## src/rtl/dhcp_lease_prefix_tracker_assert.svh

```systemverilog
// assertion macros used by the lease tracker table rtl
`ifndef DHCP_LEASE_PREFIX_TRACKER_ASSERT_SVH
`define DHCP_LEASE_PREFIX_TRACKER_ASSERT_SVH
`ifndef NO_ASSERTIONS
// same-cycle implication
`define DLPT_ASSERT_IMPL(label, clk, rst, ante, cons) \
   label: assert property (@(posedge clk) disable iff (rst) (ante) |-> (cons)) \
      else $error("dhcp lease tracker check failed");
// next-cycle implication
`define DLPT_ASSERT_NEXT(label, clk, rst, ante, cons) \
   label: assert property (@(posedge clk) disable iff (rst) (ante) |=> (cons)) \
      else $error("dhcp lease tracker check failed");
`else
`define DLPT_ASSERT_IMPL(label, clk, rst, ante, cons)
`define DLPT_ASSERT_NEXT(label, clk, rst, ante, cons)
`endif
`endif

```

## src/rtl/dlpt_pkg.sv

```systemverilog
// shared types, codes and prefix helpers of the lease tracker
package dlpt_pkg;

   localparam int unsigned NUM_PFX = 3;

   // request kinds
   localparam logic [1:0] REQ_ACK     = 2'd0;
   localparam logic [1:0] REQ_RELEASE = 2'd1;

   // register indexes
   localparam logic [2:0] REG_PFX_A_ADDR = 3'd0;
   localparam logic [2:0] REG_PFX_A_LEN  = 3'd1;
   localparam logic [2:0] REG_PFX_B_ADDR = 3'd2;
   localparam logic [2:0] REG_PFX_B_LEN  = 3'd3;
   localparam logic [2:0] REG_PFX_C_ADDR = 3'd4;
   localparam logic [2:0] REG_PFX_C_LEN  = 3'd5;
   localparam logic [2:0] REG_LEASE_SECS = 3'd6;

   localparam logic [5:0]  LEN_RESET   = 6'd32;
   localparam logic [23:0] LEASE_RESET = 24'(24*60*60);

   typedef struct packed {
      logic [1:0]  kind;
      logic [31:0] addr;
      logic [31:0] stamp;
   } req_word_type;

   typedef struct packed {
      logic [NUM_PFX-1:0][31:0] addr;
      logic [NUM_PFX-1:0][5:0]  len;
      logic [23:0]              lease_secs;
   } cfg_type;

   // lengths above 32 act as 32
   function automatic logic [5:0] clamp_len(logic [5:0] len);
      return (len > 6'd32) ? 6'd32 : len;
   endfunction

   function automatic logic [31:0] prefix_mask(logic [5:0] len);
      logic [5:0] l;
      l = clamp_len(len);
      if (len == 6'd0) begin
         return '0;
      end
      return 32'hFFFF_FFFF << (6'd32 - l);
   endfunction

   // (2^(32-len)-2)/2 truncated toward zero
   function automatic logic [31:0] half_hosts(logic [5:0] len);
      logic [5:0] l;
      l = clamp_len(len);
      if (l >= 6'd31) begin
         return '0;
      end
      return (32'd1 << (6'd31 - l)) - 32'd1;
   endfunction

endpackage

```

## src/rtl/dlpt_table.sv

```systemverilog
// lease table: slot memories, valid bits and the slot-sweep sequencer
`include "dhcp_lease_prefix_tracker_assert.svh"

module dlpt_table
   import dlpt_pkg::*;
#(
   parameter int unsigned LEASE_SLOTS = 64,
   parameter int unsigned CNT_W       = 7
)
(
   input  logic                              clock,
   input  logic                              reset,
   input  logic                              start_i,
   input  req_word_type                      req_i,
   input  cfg_type                           cfg_i,
   output logic                              ready_o,
   output logic                              res_valid_o,
   input  logic                              res_take_i,
   output logic [NUM_PFX-1:0][CNT_W-1:0]     cnt_o,
   output logic [CNT_W-1:0]                  total_o,
   output logic                              full_o
);

   localparam int unsigned IDX_W = (LEASE_SLOTS > 1) ? $clog2(LEASE_SLOTS) : 1;
   localparam logic [IDX_W-1:0] LAST_IDX = IDX_W'(LEASE_SLOTS - 1);

   typedef enum logic [4:0] {
      S_IDLE  = 5'b00001,
      S_LOOK  = 5'b00010,
      S_UPD   = 5'b00100,
      S_SWEEP = 5'b01000,
      S_DONE  = 5'b10000
   } state_type;

   logic [31:0] addr_mem [LEASE_SLOTS];
   logic [32:0] exp_mem  [LEASE_SLOTS];
   logic [31:0] rd_addr_ff;
   logic [32:0] rd_exp_ff;

   state_type                    state_ff, state_in;
   req_word_type                 req_ff, req_in;
   logic [32:0]                  exp_ff, exp_in;
   logic [IDX_W-1:0]             idx_ff, idx_in;
   logic                         issue_ff, issue_in;
   logic                         p_vld_ff, p_vld_in;
   logic [IDX_W-1:0]             p_idx_ff, p_idx_in;
   logic                         p_last_ff, p_last_in;
   logic                         found_ff, found_in;
   logic [IDX_W-1:0]             slot_ff, slot_in;
   logic                         free_ff, free_in;
   logic [IDX_W-1:0]             free_slot_ff, free_slot_in;
   logic                         full_ff, full_in;
   logic [LEASE_SLOTS-1:0]       valid_ff, valid_in;
   logic [NUM_PFX-1:0][CNT_W-1:0] cnt_ff, cnt_in;
   logic [CNT_W-1:0]             total_ff, total_in;

   logic                         mem_wr_addr;
   logic                         mem_wr_exp;
   logic [IDX_W-1:0]             mem_wr_slot;
   logic                         cur_valid;
   logic                         stale;
   logic [NUM_PFX-1:0]           hit;

   // slot memories, one read per cycle, registered read data
   always_ff @(posedge clock) begin
      if (mem_wr_addr) begin
         addr_mem[mem_wr_slot] <= req_ff.addr;
      end
      rd_addr_ff <= addr_mem[idx_ff];
   end

   always_ff @(posedge clock) begin
      if (mem_wr_exp) begin
         exp_mem[mem_wr_slot] <= exp_ff;
      end
      rd_exp_ff <= exp_mem[idx_ff];
   end

   // prefix match of the slot just read
   always_comb begin
      for (int k = 0; k < NUM_PFX; k++) begin
         hit[k] = ((rd_addr_ff ^ cfg_i.addr[k]) & prefix_mask(cfg_i.len[k])) == 32'd0;
      end
   end

   assign cur_valid = valid_ff[p_idx_ff];
   assign stale     = (req_ff.kind == REQ_ACK) && (rd_exp_ff < {1'b0, req_ff.stamp});

   always_comb begin
      state_in     = state_ff;
      req_in       = req_ff;
      exp_in       = exp_ff;
      idx_in       = idx_ff;
      issue_in     = issue_ff;
      found_in     = found_ff;
      slot_in      = slot_ff;
      free_in      = free_ff;
      free_slot_in = free_slot_ff;
      full_in      = full_ff;
      valid_in     = valid_ff;
      cnt_in       = cnt_ff;
      total_in     = total_ff;
      mem_wr_addr  = 1'b0;
      mem_wr_exp   = 1'b0;
      mem_wr_slot  = found_ff ? slot_ff : free_slot_ff;

      // read-issue pipeline
      p_vld_in  = issue_ff;
      p_idx_in  = idx_ff;
      p_last_in = (idx_ff == LAST_IDX);
      if (issue_ff) begin
         idx_in = idx_ff + 1'b1;
         if (idx_ff == LAST_IDX) begin
            issue_in = 1'b0;
         end
      end

      case (state_ff)
         S_IDLE: begin
            if (start_i) begin
               req_in   = req_i;
               exp_in   = {1'b0, req_i.stamp} + {9'd0, cfg_i.lease_secs};
               idx_in   = '0;
               issue_in = 1'b1;
               found_in = 1'b0;
               free_in  = 1'b0;
               full_in  = 1'b0;
               cnt_in   = '0;
               total_in = '0;
               if ((req_i.kind == REQ_ACK) || (req_i.kind == REQ_RELEASE)) begin
                  state_in = S_LOOK;
               end else begin
                  state_in = S_SWEEP;
               end
            end
         end
         S_LOOK: begin
            if (p_vld_ff) begin
               if (cur_valid && (rd_addr_ff == req_ff.addr) && !found_ff) begin
                  found_in = 1'b1;
                  slot_in  = p_idx_ff;
               end
               if (!cur_valid && !free_ff) begin
                  free_in      = 1'b1;
                  free_slot_in = p_idx_ff;
               end
               if (p_last_ff) begin
                  state_in = S_UPD;
               end
            end
         end
         S_UPD: begin
            if (req_ff.kind == REQ_ACK) begin
               if (found_ff) begin
                  mem_wr_exp = 1'b1;
               end else if (free_ff) begin
                  mem_wr_exp             = 1'b1;
                  mem_wr_addr            = 1'b1;
                  valid_in[free_slot_ff] = 1'b1;
               end else begin
                  full_in = 1'b1;
               end
            end else if (found_ff) begin
               valid_in[slot_ff] = 1'b0;
            end
            idx_in   = '0;
            issue_in = 1'b1;
            state_in = S_SWEEP;
         end
         S_SWEEP: begin
            if (p_vld_ff) begin
               if (cur_valid && stale) begin
                  valid_in[p_idx_ff] = 1'b0;
               end
               if (cur_valid && !stale) begin
                  total_in = total_ff + CNT_W'(1);
                  for (int k = 0; k < NUM_PFX; k++) begin
                     cnt_in[k] = cnt_ff[k] + CNT_W'(hit[k]);
                  end
               end
               if (p_last_ff) begin
                  state_in = S_DONE;
               end
            end
         end
         S_DONE: begin
            if (res_take_i) begin
               state_in = S_IDLE;
            end
         end
         default: begin
            state_in = S_IDLE;
         end
      endcase
   end

   always_ff @(posedge clock) begin
      if (reset) begin
         state_ff <= S_IDLE;
         valid_ff <= '0;
         issue_ff <= 1'b0;
         p_vld_ff <= 1'b0;
      end else begin
         state_ff <= state_in;
         valid_ff <= valid_in;
         issue_ff <= issue_in;
         p_vld_ff <= p_vld_in;
      end
   end

   always_ff @(posedge clock) begin
      req_ff       <= req_in;
      exp_ff       <= exp_in;
      idx_ff       <= idx_in;
      p_idx_ff     <= p_idx_in;
      p_last_ff    <= p_last_in;
      found_ff     <= found_in;
      slot_ff      <= slot_in;
      free_ff      <= free_in;
      free_slot_ff <= free_slot_in;
      full_ff      <= full_in;
      cnt_ff       <= cnt_in;
      total_ff     <= total_in;
   end

   assign ready_o     = (state_ff == S_IDLE);
   assign res_valid_o = (state_ff == S_DONE);
   assign cnt_o       = cnt_ff;
   assign total_o     = total_ff;
   assign full_o      = full_ff;

   `DLPT_ASSERT_IMPL(a_total_is_valid_count, clock, reset, state_ff == S_DONE, 32'(total_ff) == $countones(valid_ff))
   `DLPT_ASSERT_IMPL(a_prefix_within_total, clock, reset, state_ff == S_DONE, (cnt_ff[0] <= total_ff) && (cnt_ff[1] <= total_ff) && (cnt_ff[2] <= total_ff))
   `DLPT_ASSERT_IMPL(a_full_only_on_new_ack, clock, reset, (state_ff == S_DONE) && full_ff, (req_ff.kind == REQ_ACK) && !found_ff && !free_ff)
   `DLPT_ASSERT_NEXT(a_start_leaves_idle, clock, reset, (state_ff == S_IDLE) && start_i, (state_ff == S_LOOK) || (state_ff == S_SWEEP))

endmodule

```

## src/rtl/dhcp_lease_prefix_tracker.sv

```systemverilog
// top level: register port, request intake, lease table and result register
// an acknowledge or release walks the table twice (lookup, then sweep), other request
//    kinds walk it once (sweep only); a new word is taken only after the table has
//    handed its last result on; the lease table is walked one slot per cycle through
//    the single read port of each slot memory; the sweep counts, and prunes on acknowledge
// reset: synchronous, clears valid bits, sequencer and result valid; registers to defaults
// slot memories are not cleared, an entry is used only while its valid bit is set
module dhcp_lease_prefix_tracker
   import dlpt_pkg::*;
#(
   parameter int unsigned LEASE_SLOTS = 64
)
(
   input  logic        clock,
   input  logic        reset,
   // request word
   input  logic        req_valid,
   output logic        req_ready,
   input  logic [1:0]  req_type,
   input  logic [31:0] req_address,
   input  logic [31:0] req_timestamp,
   // result word
   output logic        rsp_valid,
   input  logic        rsp_ready,
   output logic [6:0]  rsp_count_a,
   output logic [6:0]  rsp_count_b,
   output logic [6:0]  rsp_count_c,
   output logic        rsp_over_half_a,
   output logic        rsp_over_half_b,
   output logic        rsp_over_half_c,
   output logic [6:0]  rsp_total_leases,
   output logic        rsp_table_full,
   // register port
   input  logic        csr_psel,
   input  logic        csr_penable,
   input  logic        csr_pwrite,
   input  logic [4:0]  csr_paddr,
   input  logic [31:0] csr_pwdata,
   output logic [31:0] csr_prdata,
   output logic        csr_pready
);

   // counters must hold the slot count itself; reported values wrap at 128
   localparam int unsigned CNT_W =
      ($clog2(LEASE_SLOTS + 1) > 7) ? $clog2(LEASE_SLOTS + 1) : 7;

   cfg_type                       cfg_ff, cfg_in;
   logic [2:0]                    reg_idx;
   logic                          reg_wr;

   req_word_type                  req_word;
   logic                          start;
   logic                          eng_ready;
   logic                          eng_res_valid;
   logic                          res_take;
   logic [NUM_PFX-1:0][CNT_W-1:0] eng_cnt;
   logic [CNT_W-1:0]              eng_total;
   logic                          eng_full;

   logic                          rsp_valid_ff, rsp_valid_in;
   logic [NUM_PFX-1:0][6:0]       rsp_cnt_ff, rsp_cnt_in;
   logic [NUM_PFX-1:0]            rsp_over_ff, rsp_over_in;
   logic [6:0]                    rsp_total_ff, rsp_total_in;
   logic                          rsp_full_ff, rsp_full_in;

   // register port: no wait states, word index from paddr[4:2]
   assign csr_pready = 1'b1;
   assign reg_idx    = csr_paddr[4:2];
   assign reg_wr     = csr_psel && csr_penable && csr_pwrite && csr_pready;

   always_comb begin
      cfg_in = cfg_ff;
      if (reg_wr) begin
         case (reg_idx)
            REG_PFX_A_ADDR: cfg_in.addr[0]    = csr_pwdata;
            REG_PFX_A_LEN:  cfg_in.len[0]     = csr_pwdata[5:0];
            REG_PFX_B_ADDR: cfg_in.addr[1]    = csr_pwdata;
            REG_PFX_B_LEN:  cfg_in.len[1]     = csr_pwdata[5:0];
            REG_PFX_C_ADDR: cfg_in.addr[2]    = csr_pwdata;
            REG_PFX_C_LEN:  cfg_in.len[2]     = csr_pwdata[5:0];
            REG_LEASE_SECS: cfg_in.lease_secs = csr_pwdata[23:0];
            default: begin
               cfg_in = cfg_ff;
            end
         endcase
      end
   end

   always_comb begin
      case (reg_idx)
         REG_PFX_A_ADDR: csr_prdata = cfg_ff.addr[0];
         REG_PFX_A_LEN:  csr_prdata = {26'd0, cfg_ff.len[0]};
         REG_PFX_B_ADDR: csr_prdata = cfg_ff.addr[1];
         REG_PFX_B_LEN:  csr_prdata = {26'd0, cfg_ff.len[1]};
         REG_PFX_C_ADDR: csr_prdata = cfg_ff.addr[2];
         REG_PFX_C_LEN:  csr_prdata = {26'd0, cfg_ff.len[2]};
         REG_LEASE_SECS: csr_prdata = {8'd0, cfg_ff.lease_secs};
         default:        csr_prdata = 32'd0;
      endcase
   end

   always_ff @(posedge clock) begin
      if (reset) begin
         for (int k = 0; k < NUM_PFX; k++) begin
            cfg_ff.addr[k] <= 32'd0;
            cfg_ff.len[k]  <= LEN_RESET;
         end
         cfg_ff.lease_secs <= LEASE_RESET;
      end else begin
         cfg_ff <= cfg_in;
      end
   end

   // request intake: the table takes a word only while its sequencer is idle
   assign req_word.kind  = req_type;
   assign req_word.addr  = req_address;
   assign req_word.stamp = req_timestamp;
   assign req_ready      = eng_ready;
   assign start          = req_valid && req_ready;

   dlpt_table #(
      .LEASE_SLOTS (LEASE_SLOTS),
      .CNT_W       (CNT_W)
   ) u_table (
      .clock       (clock),
      .reset       (reset),
      .start_i     (start),
      .req_i       (req_word),
      .cfg_i       (cfg_ff),
      .ready_o     (eng_ready),
      .res_valid_o (eng_res_valid),
      .res_take_i  (res_take),
      .cnt_o       (eng_cnt),
      .total_o     (eng_total),
      .full_o      (eng_full)
   );

   // result register: loads when empty or drained in the same cycle,
   // so the table can start the next word while this one waits
   assign res_take     = eng_res_valid && (!rsp_valid_ff || rsp_ready);
   assign rsp_valid_in = res_take || (rsp_valid_ff && !rsp_ready);

   always_comb begin
      rsp_cnt_in   = rsp_cnt_ff;
      rsp_over_in  = rsp_over_ff;
      rsp_total_in = rsp_total_ff;
      rsp_full_in  = rsp_full_ff;
      if (res_take) begin
         for (int k = 0; k < NUM_PFX; k++) begin
            rsp_cnt_in[k]  = eng_cnt[k][6:0];
            // flag when the count passes half of the usable hosts
            rsp_over_in[k] = 32'(eng_cnt[k]) > half_hosts(cfg_ff.len[k]);
         end
         rsp_total_in = eng_total[6:0];
         rsp_full_in  = eng_full;
      end
   end

   always_ff @(posedge clock) begin
      if (reset) begin
         rsp_valid_ff <= 1'b0;
      end else begin
         rsp_valid_ff <= rsp_valid_in;
      end
   end

   always_ff @(posedge clock) begin
      rsp_cnt_ff   <= rsp_cnt_in;
      rsp_over_ff  <= rsp_over_in;
      rsp_total_ff <= rsp_total_in;
      rsp_full_ff  <= rsp_full_in;
   end

   assign rsp_valid        = rsp_valid_ff;
   assign rsp_count_a      = rsp_cnt_ff[0];
   assign rsp_count_b      = rsp_cnt_ff[1];
   assign rsp_count_c      = rsp_cnt_ff[2];
   assign rsp_over_half_a  = rsp_over_ff[0];
   assign rsp_over_half_b  = rsp_over_ff[1];
   assign rsp_over_half_c  = rsp_over_ff[2];
   assign rsp_total_leases = rsp_total_ff;
   assign rsp_table_full   = rsp_full_ff;

endmodule

```

## config.mk

```make
export PLATFORM = sky130hd
export DESIGN_NAME = dhcp_lease_prefix_tracker
export DESIGN_NICKNAME = d
export VERILOG_FILES = /design/src/rtl/dlpt_pkg.sv /design/src/rtl/dlpt_table.sv /design/src/rtl/dhcp_lease_prefix_tracker.sv
export VERILOG_INCLUDE_DIRS = /design/src /design/src/rtl
export SDC_FILE = /design/constraint.sdc
export NUM_CORES = 2
export LEC_CHECK = 0
export BUFFER_PORTS_ARGS = -buffer_cell sky130_fd_sc_hd__buf_2
export CORE_ASPECT_RATIO = 0.7
export CORE_UTILIZATION = 57
export CTS_CLUSTER_SIZE = 16
export DETAILED_ROUTE_END_ITERATION = 7
export PLACE_DENSITY_LB_ADDON = 0.1
export RECOVER_POWER = 25
export SLEW_MARGIN = 20
export SYNTH_ARGS = -nofsm -noshare
export SYNTH_HDL_FRONTEND = slang
export SYNTH_MEMORY_MAX_BITS = 65536
export SYNTH_SLANG_ARGS = --single-unit
```

## constraint.sdc

```tcl
create_clock -name clock -period 3.8 [get_ports clock]
set_input_delay 0.19 -clock clock [delete_from_list [all_inputs] [get_ports clock]]
set_output_delay 0.19 -clock clock [all_outputs]
set_load 0.005 [all_outputs]
```

==> results.rst <==
.. list-table::
   :header-rows: 1

   * - Metric
     - Value
   * - Outcome
     - finished with violations
   * - Violated checks
     - max-capacitance violations, max-slew violations
   * - Total power divided by cell area
     - 655 nW/um2
   * - Number of fillers in the final layout
     - approximately 20000
   * - Post-synthesis adder-cell area fraction
     - 0.802%
   * - Most common cell after layout, fill and taps aside
     - sky130_fd_sc_hd__edfxtp_1
   * - Post-layout nets
     - 9650
   * - Number of buffers on the longest clock path
     - 4
   * - # Max-Cap Violations
     - 36
   * - Synthesized-area fraction occupied by ao, oa, aoi and oai cells
     - 2.41%
   * - Highest net fanout along the worst path
     - 4
   * - Final hold viol count
     - 0
   * - Worst min-delay path category
     - in -> reg
   * - Post-Syn Area
     - between 150000 and 200000 um2
   * - CTS H-tree lvls
     - 5
   * - Setup violators final
     - 0
   * - Net Count, Synth
     - slightly below 9000
   * - Number of flops mapped to enable cells by yosys
     - 4334
   * - Combinational family with the most area after synthesis
     - multiplexers
   * - Minimum period implied by the final worst setup slack
     - 3.67 ns
   * - Maximum clock rate
     - 0.273 GHz
   * - Cell Rows
     - ~170
   * - First-pass iteration count of the detailed router
     - 7
   * - Initial core utilization
     - 57.3%
   * - TritonCTS clock tree
     - done
   * - Wire length of the first global-routing pass
     - approximately 700000 um
   * - CP Launch Type
     - flop
   * - Aggregate global routing overflow
     - 0
   * - Number of distinct library cell variants in the gate-level netlist after synthesis
     - 79
   * - Clock transition at the registers of the reported paths
     - ~0.07 ns
   * - Number of cells produced by synthesis
     - 8604
   * - Async S/R FF share, synth
     - 0%
   * - Critical Path AT
     - approximately 4.3 ns
   * - Number of buffers added by the clock tree synthesis step
     - 430
   * - Placed standard-cell area
     - a little under 200000 um2
   * - Average footprint of a synthesized cell
     - 21.2 um2
   * - Crit share post-route
     - 96.5%
   * - Worst vdd ir
     - 479 uV
   * - Share of post-route cells with drive strength above 1
     - 29.8%
   * - Post-layout instance area
     - roughly 210000 um2
   * - Area added between synthesis and finish
     - 15.2%
   * - XOR/XNOR share of the synthesized area
     - 0.890%
   * - Static power due to leakage
     - 64.8 nW
   * - Gr usage total
     - a little under a third
   * - #FFs+latches synth
     - ~4600
   * - Count of buffers from port buffering
     - between 150 and 200
   * - Post-Route Utilization
     - between 60% and 70%
   * - Detail Route Antenna Nets
     - 0
   * - Post-DP HPWL
     - 303000 um
   * - Vias in the first global route
     - 91200
   * - Synth Area in Simple Gates
     - 2.51%
   * - Routability-driven placement congestion ratio
     - 0.909
   * - Kind of critical path
     - reg -> reg
   * - Total number of vias
     - 94700
   * - Setup TNS after final layout
     - 0 ns
   * - Most frequent cells in the layout
     - sky130_fd_sc_hd__edfxtp_1, sky130_fd_sc_hd__mux4_2, sky130_fd_sc_hd__clkbuf_16
   * - Clock insertion delay at the later pin of the skew report
     - 0.98 ns
   * - DIE HEIGHT
     - 475 um
   * - Initial DRC count
     - 14400
   * - Leading register cell type out of synthesis
     - sky130_fd_sc_hd__edfxtp_1
   * - Data required time at the worst endpoint
     - 4.47 ns
   * - Boundary pin count
     - 177
   * - Portion of the post-synthesis area used by sequential elements
     - 74.7%
   * - Core Footprint
     - approximately 320000 um2
   * - Worst hold slack
     - 0.0592 ns
   * - Number of antenna violations at the first check in global routing
     - 77
   * - DIE WIDTH
     - slightly below 700 um
   * - Max Transition Viols Final
     - about 2300
   * - Clock Sink Count
     - 4622
   * - Largest net degree at the start of global routing
     - 113
   * - Type of destination of the critical path
     - flop
   * - Sum of routed wire length over all layers
     - around 500000 um
   * - Worst Max-Slew Pin Slew
     - 3.38 ns
   * - Total setup buffers inserted after CTS
     - 0
   * - Post-route DRC
     - 0
   * - Yosys warnings
     - 0
   * - Share of cell area taken by muxes after synthesis
     - 17.5%
   * - Area of the die
     - 322000 um2
   * - Root buffer selected by CTS
     - sky130_fd_sc_hd__clkbuf_16
   * - Via density
     - about 6.8
   * - Library cell occupying the most area in the post-synthesis netlist
     - sky130_fd_sc_hd__edfxtp_1
   * - Proportion of netlist area held by the largest area contributor
     - a little under three quarters
   * - Final worst clock skew
     - 0.0829 ns
   * - Max transition margin
     - -125%
   * - Wire per inst
     - 35.8 um
   * - Top area cells in the synthesized netlist
     - sky130_fd_sc_hd__edfxtp_1, sky130_fd_sc_hd__mux4_2, sky130_fd_sc_hd__dfxtp_1
==> synthesized netlist by cell type, types with 9 or more instances <==
cell type	number
sky130_fd_sc_hd__buf_6	9
sky130_fd_sc_hd__buf_2	89
sky130_fd_sc_hd__a22o_1	23
sky130_fd_sc_hd__nor3_1	34
sky130_fd_sc_hd__clkbuf_1	297
sky130_fd_sc_hd__o22ai_1	11
sky130_fd_sc_hd__or3_1	13
sky130_fd_sc_hd__o211ai_1	10
sky130_fd_sc_hd__ha_1	111
sky130_fd_sc_hd__nor3b_1	9
sky130_fd_sc_hd__o31ai_1	11
sky130_fd_sc_hd__xnor2_1	96
sky130_fd_sc_hd__nand4_1	19
sky130_fd_sc_hd__or2_2	9
sky130_fd_sc_hd__nand2b_1	25
sky130_fd_sc_hd__nand3_1	51
sky130_fd_sc_hd__nor4_1	15
sky130_fd_sc_hd__nand3b_1	18
sky130_fd_sc_hd__o21ai_0	111
sky130_fd_sc_hd__mux4_2	1376
sky130_fd_sc_hd__inv_1	73
sky130_fd_sc_hd__buf_1	49
sky130_fd_sc_hd__xor2_1	89
sky130_fd_sc_hd__o21a_1	53
sky130_fd_sc_hd__a21oi_1	239
sky130_fd_sc_hd__a21oi_2	30
sky130_fd_sc_hd__nand2_1	383
sky130_fd_sc_hd__a21o_1	17
sky130_fd_sc_hd__and2_1	21
sky130_fd_sc_hd__and3_1	21
sky130_fd_sc_hd__mux2_2	15
sky130_fd_sc_hd__a22oi_1	61
sky130_fd_sc_hd__mux2i_1	63
sky130_fd_sc_hd__buf_4	19
sky130_fd_sc_hd__a221o_1	23
sky130_fd_sc_hd__edfxtp_1	4334
sky130_fd_sc_hd__a211oi_1	9
sky130_fd_sc_hd__nor2b_1	37
sky130_fd_sc_hd__dfxtp_1	288
sky130_fd_sc_hd__nor2_1	331
==> metrics by stage <==
step,worst slack [ns],cells,power (W)
finish,0.133,14000,0.137
detailed placement,-0.0771,13100,0.0934
global placement,-0.199,13100,0.0929
floorplan,0.00558,8604,0.0808
global route,-0.0739,14000,0.141
CTS,0.0350,14000,0.137
==> cell type report <==
class	count	area [um2]	area share, %
Antenna cell	30	75.1	0.0358
Clock buffer	526	11400	5.45
Clock inverter	267	2920	1.39
Inverter	73	277	0.132
Multi-Input combinational cell	3446	45000	21.5
Sequential cell	4622	136000	64.8
Tap cell	4200	5260	2.51
Timing Repair Buffer	855	8720	4.16
==> sequential cells by signal, summed over array words and instances (netlist names), 3 cells and up <==
register and count:
u_table.addr_mem 2048, u_table.req_ff 66, u_table.state_ff 5, u_table.free_slot_ff 6, u_table.exp_ff 33, u_table.valid_ff 64
u_table.p_idx_ff 6, u_table.total_o 7, rsp_count_b 7, u_table.rd_exp_ff 33, rsp_count_a 7, u_table.exp_mem 2112
u_table.cnt_o 21, rsp_count_c 7, rsp_over_ff 3, cfg_ff 138, u_table.idx_ff 6, rsp_total_leases 7
u_table.rd_addr_ff 32, u_table.slot_ff 6
==> path summary, 6_finish.rpt <==
check / startpoint / to / slack, ns / depth (start not counted)
setup / recovery: cfg_ff[24] / u_table.cnt_o[4] / 0.13 / 17
hold / removal: req_address[14] / u_table.req_ff[46] / 0.06 / 2
setup reg to reg: cfg_ff[24] / u_table.cnt_o[4] / 0.13 / 17
hold reg to reg: u_table.total_o[6] / rsp_total_leases[6] / 0.48 / 0
==> critical path, cell delays in order (launching register included) <==
cell and delay [ns]:
sky130_fd_sc_hd__dfxtp_1 0.31, sky130_fd_sc_hd__nor2b_2 0.16, sky130_fd_sc_hd__inv_2 0.09, sky130_fd_sc_hd__ha_4 0.15
sky130_fd_sc_hd__buf_4 0.13, sky130_fd_sc_hd__or3b_4 0.39, sky130_fd_sc_hd__a221oi_4 0.29, sky130_fd_sc_hd__nand2_1 0.13
sky130_fd_sc_hd__o31ai_2 0.26, sky130_fd_sc_hd__nand3_1 0.12, sky130_fd_sc_hd__nor4_2 0.28, sky130_fd_sc_hd__nand4_1 0.19
sky130_fd_sc_hd__o41ai_2 0.13, sky130_fd_sc_hd__ha_2 0.26, sky130_fd_sc_hd__ha_2 0.19, sky130_fd_sc_hd__nand3_1 0.10
sky130_fd_sc_hd__xor2_1 0.15, sky130_fd_sc_hd__nor2_1 0.05
==> cell families after synthesis <==
family / after synthesis
flip-flops: 4622
multiplexers: 1454
AND/OR/NAND/NOR: 1015
AO/OA/AOI/OAI: 674
buffers and inverters: 536
XOR/XNOR: 185
adder cells (fa/ha/maj): 117
other: 1
==> per-layer routing <==
metal	up-vias	track usage [%]	routed length, um
met5	-	0	157
met4	20	6.54	10900
met3	659	8.01	64400
met2	5770	43.9	216000
met1	50600	50.0	211000
li1	37600	-	-
==> timing repair <==
item,in CTS,in global routing
pin swaps,0,11
hold endpoints to repair,315,0
cloned,0,0
hold buffers,140,0
resized for setup,1,24
endpoints found under the setup margin,5,12
==> where the power goes <==
group | internal, W | switching [W]
registers | 0.0600 | 0.00123
logic | 0.0133 | 0.0184
clock network | 0.0253 | 0.0189
Power figures use the tool's default switching activity.
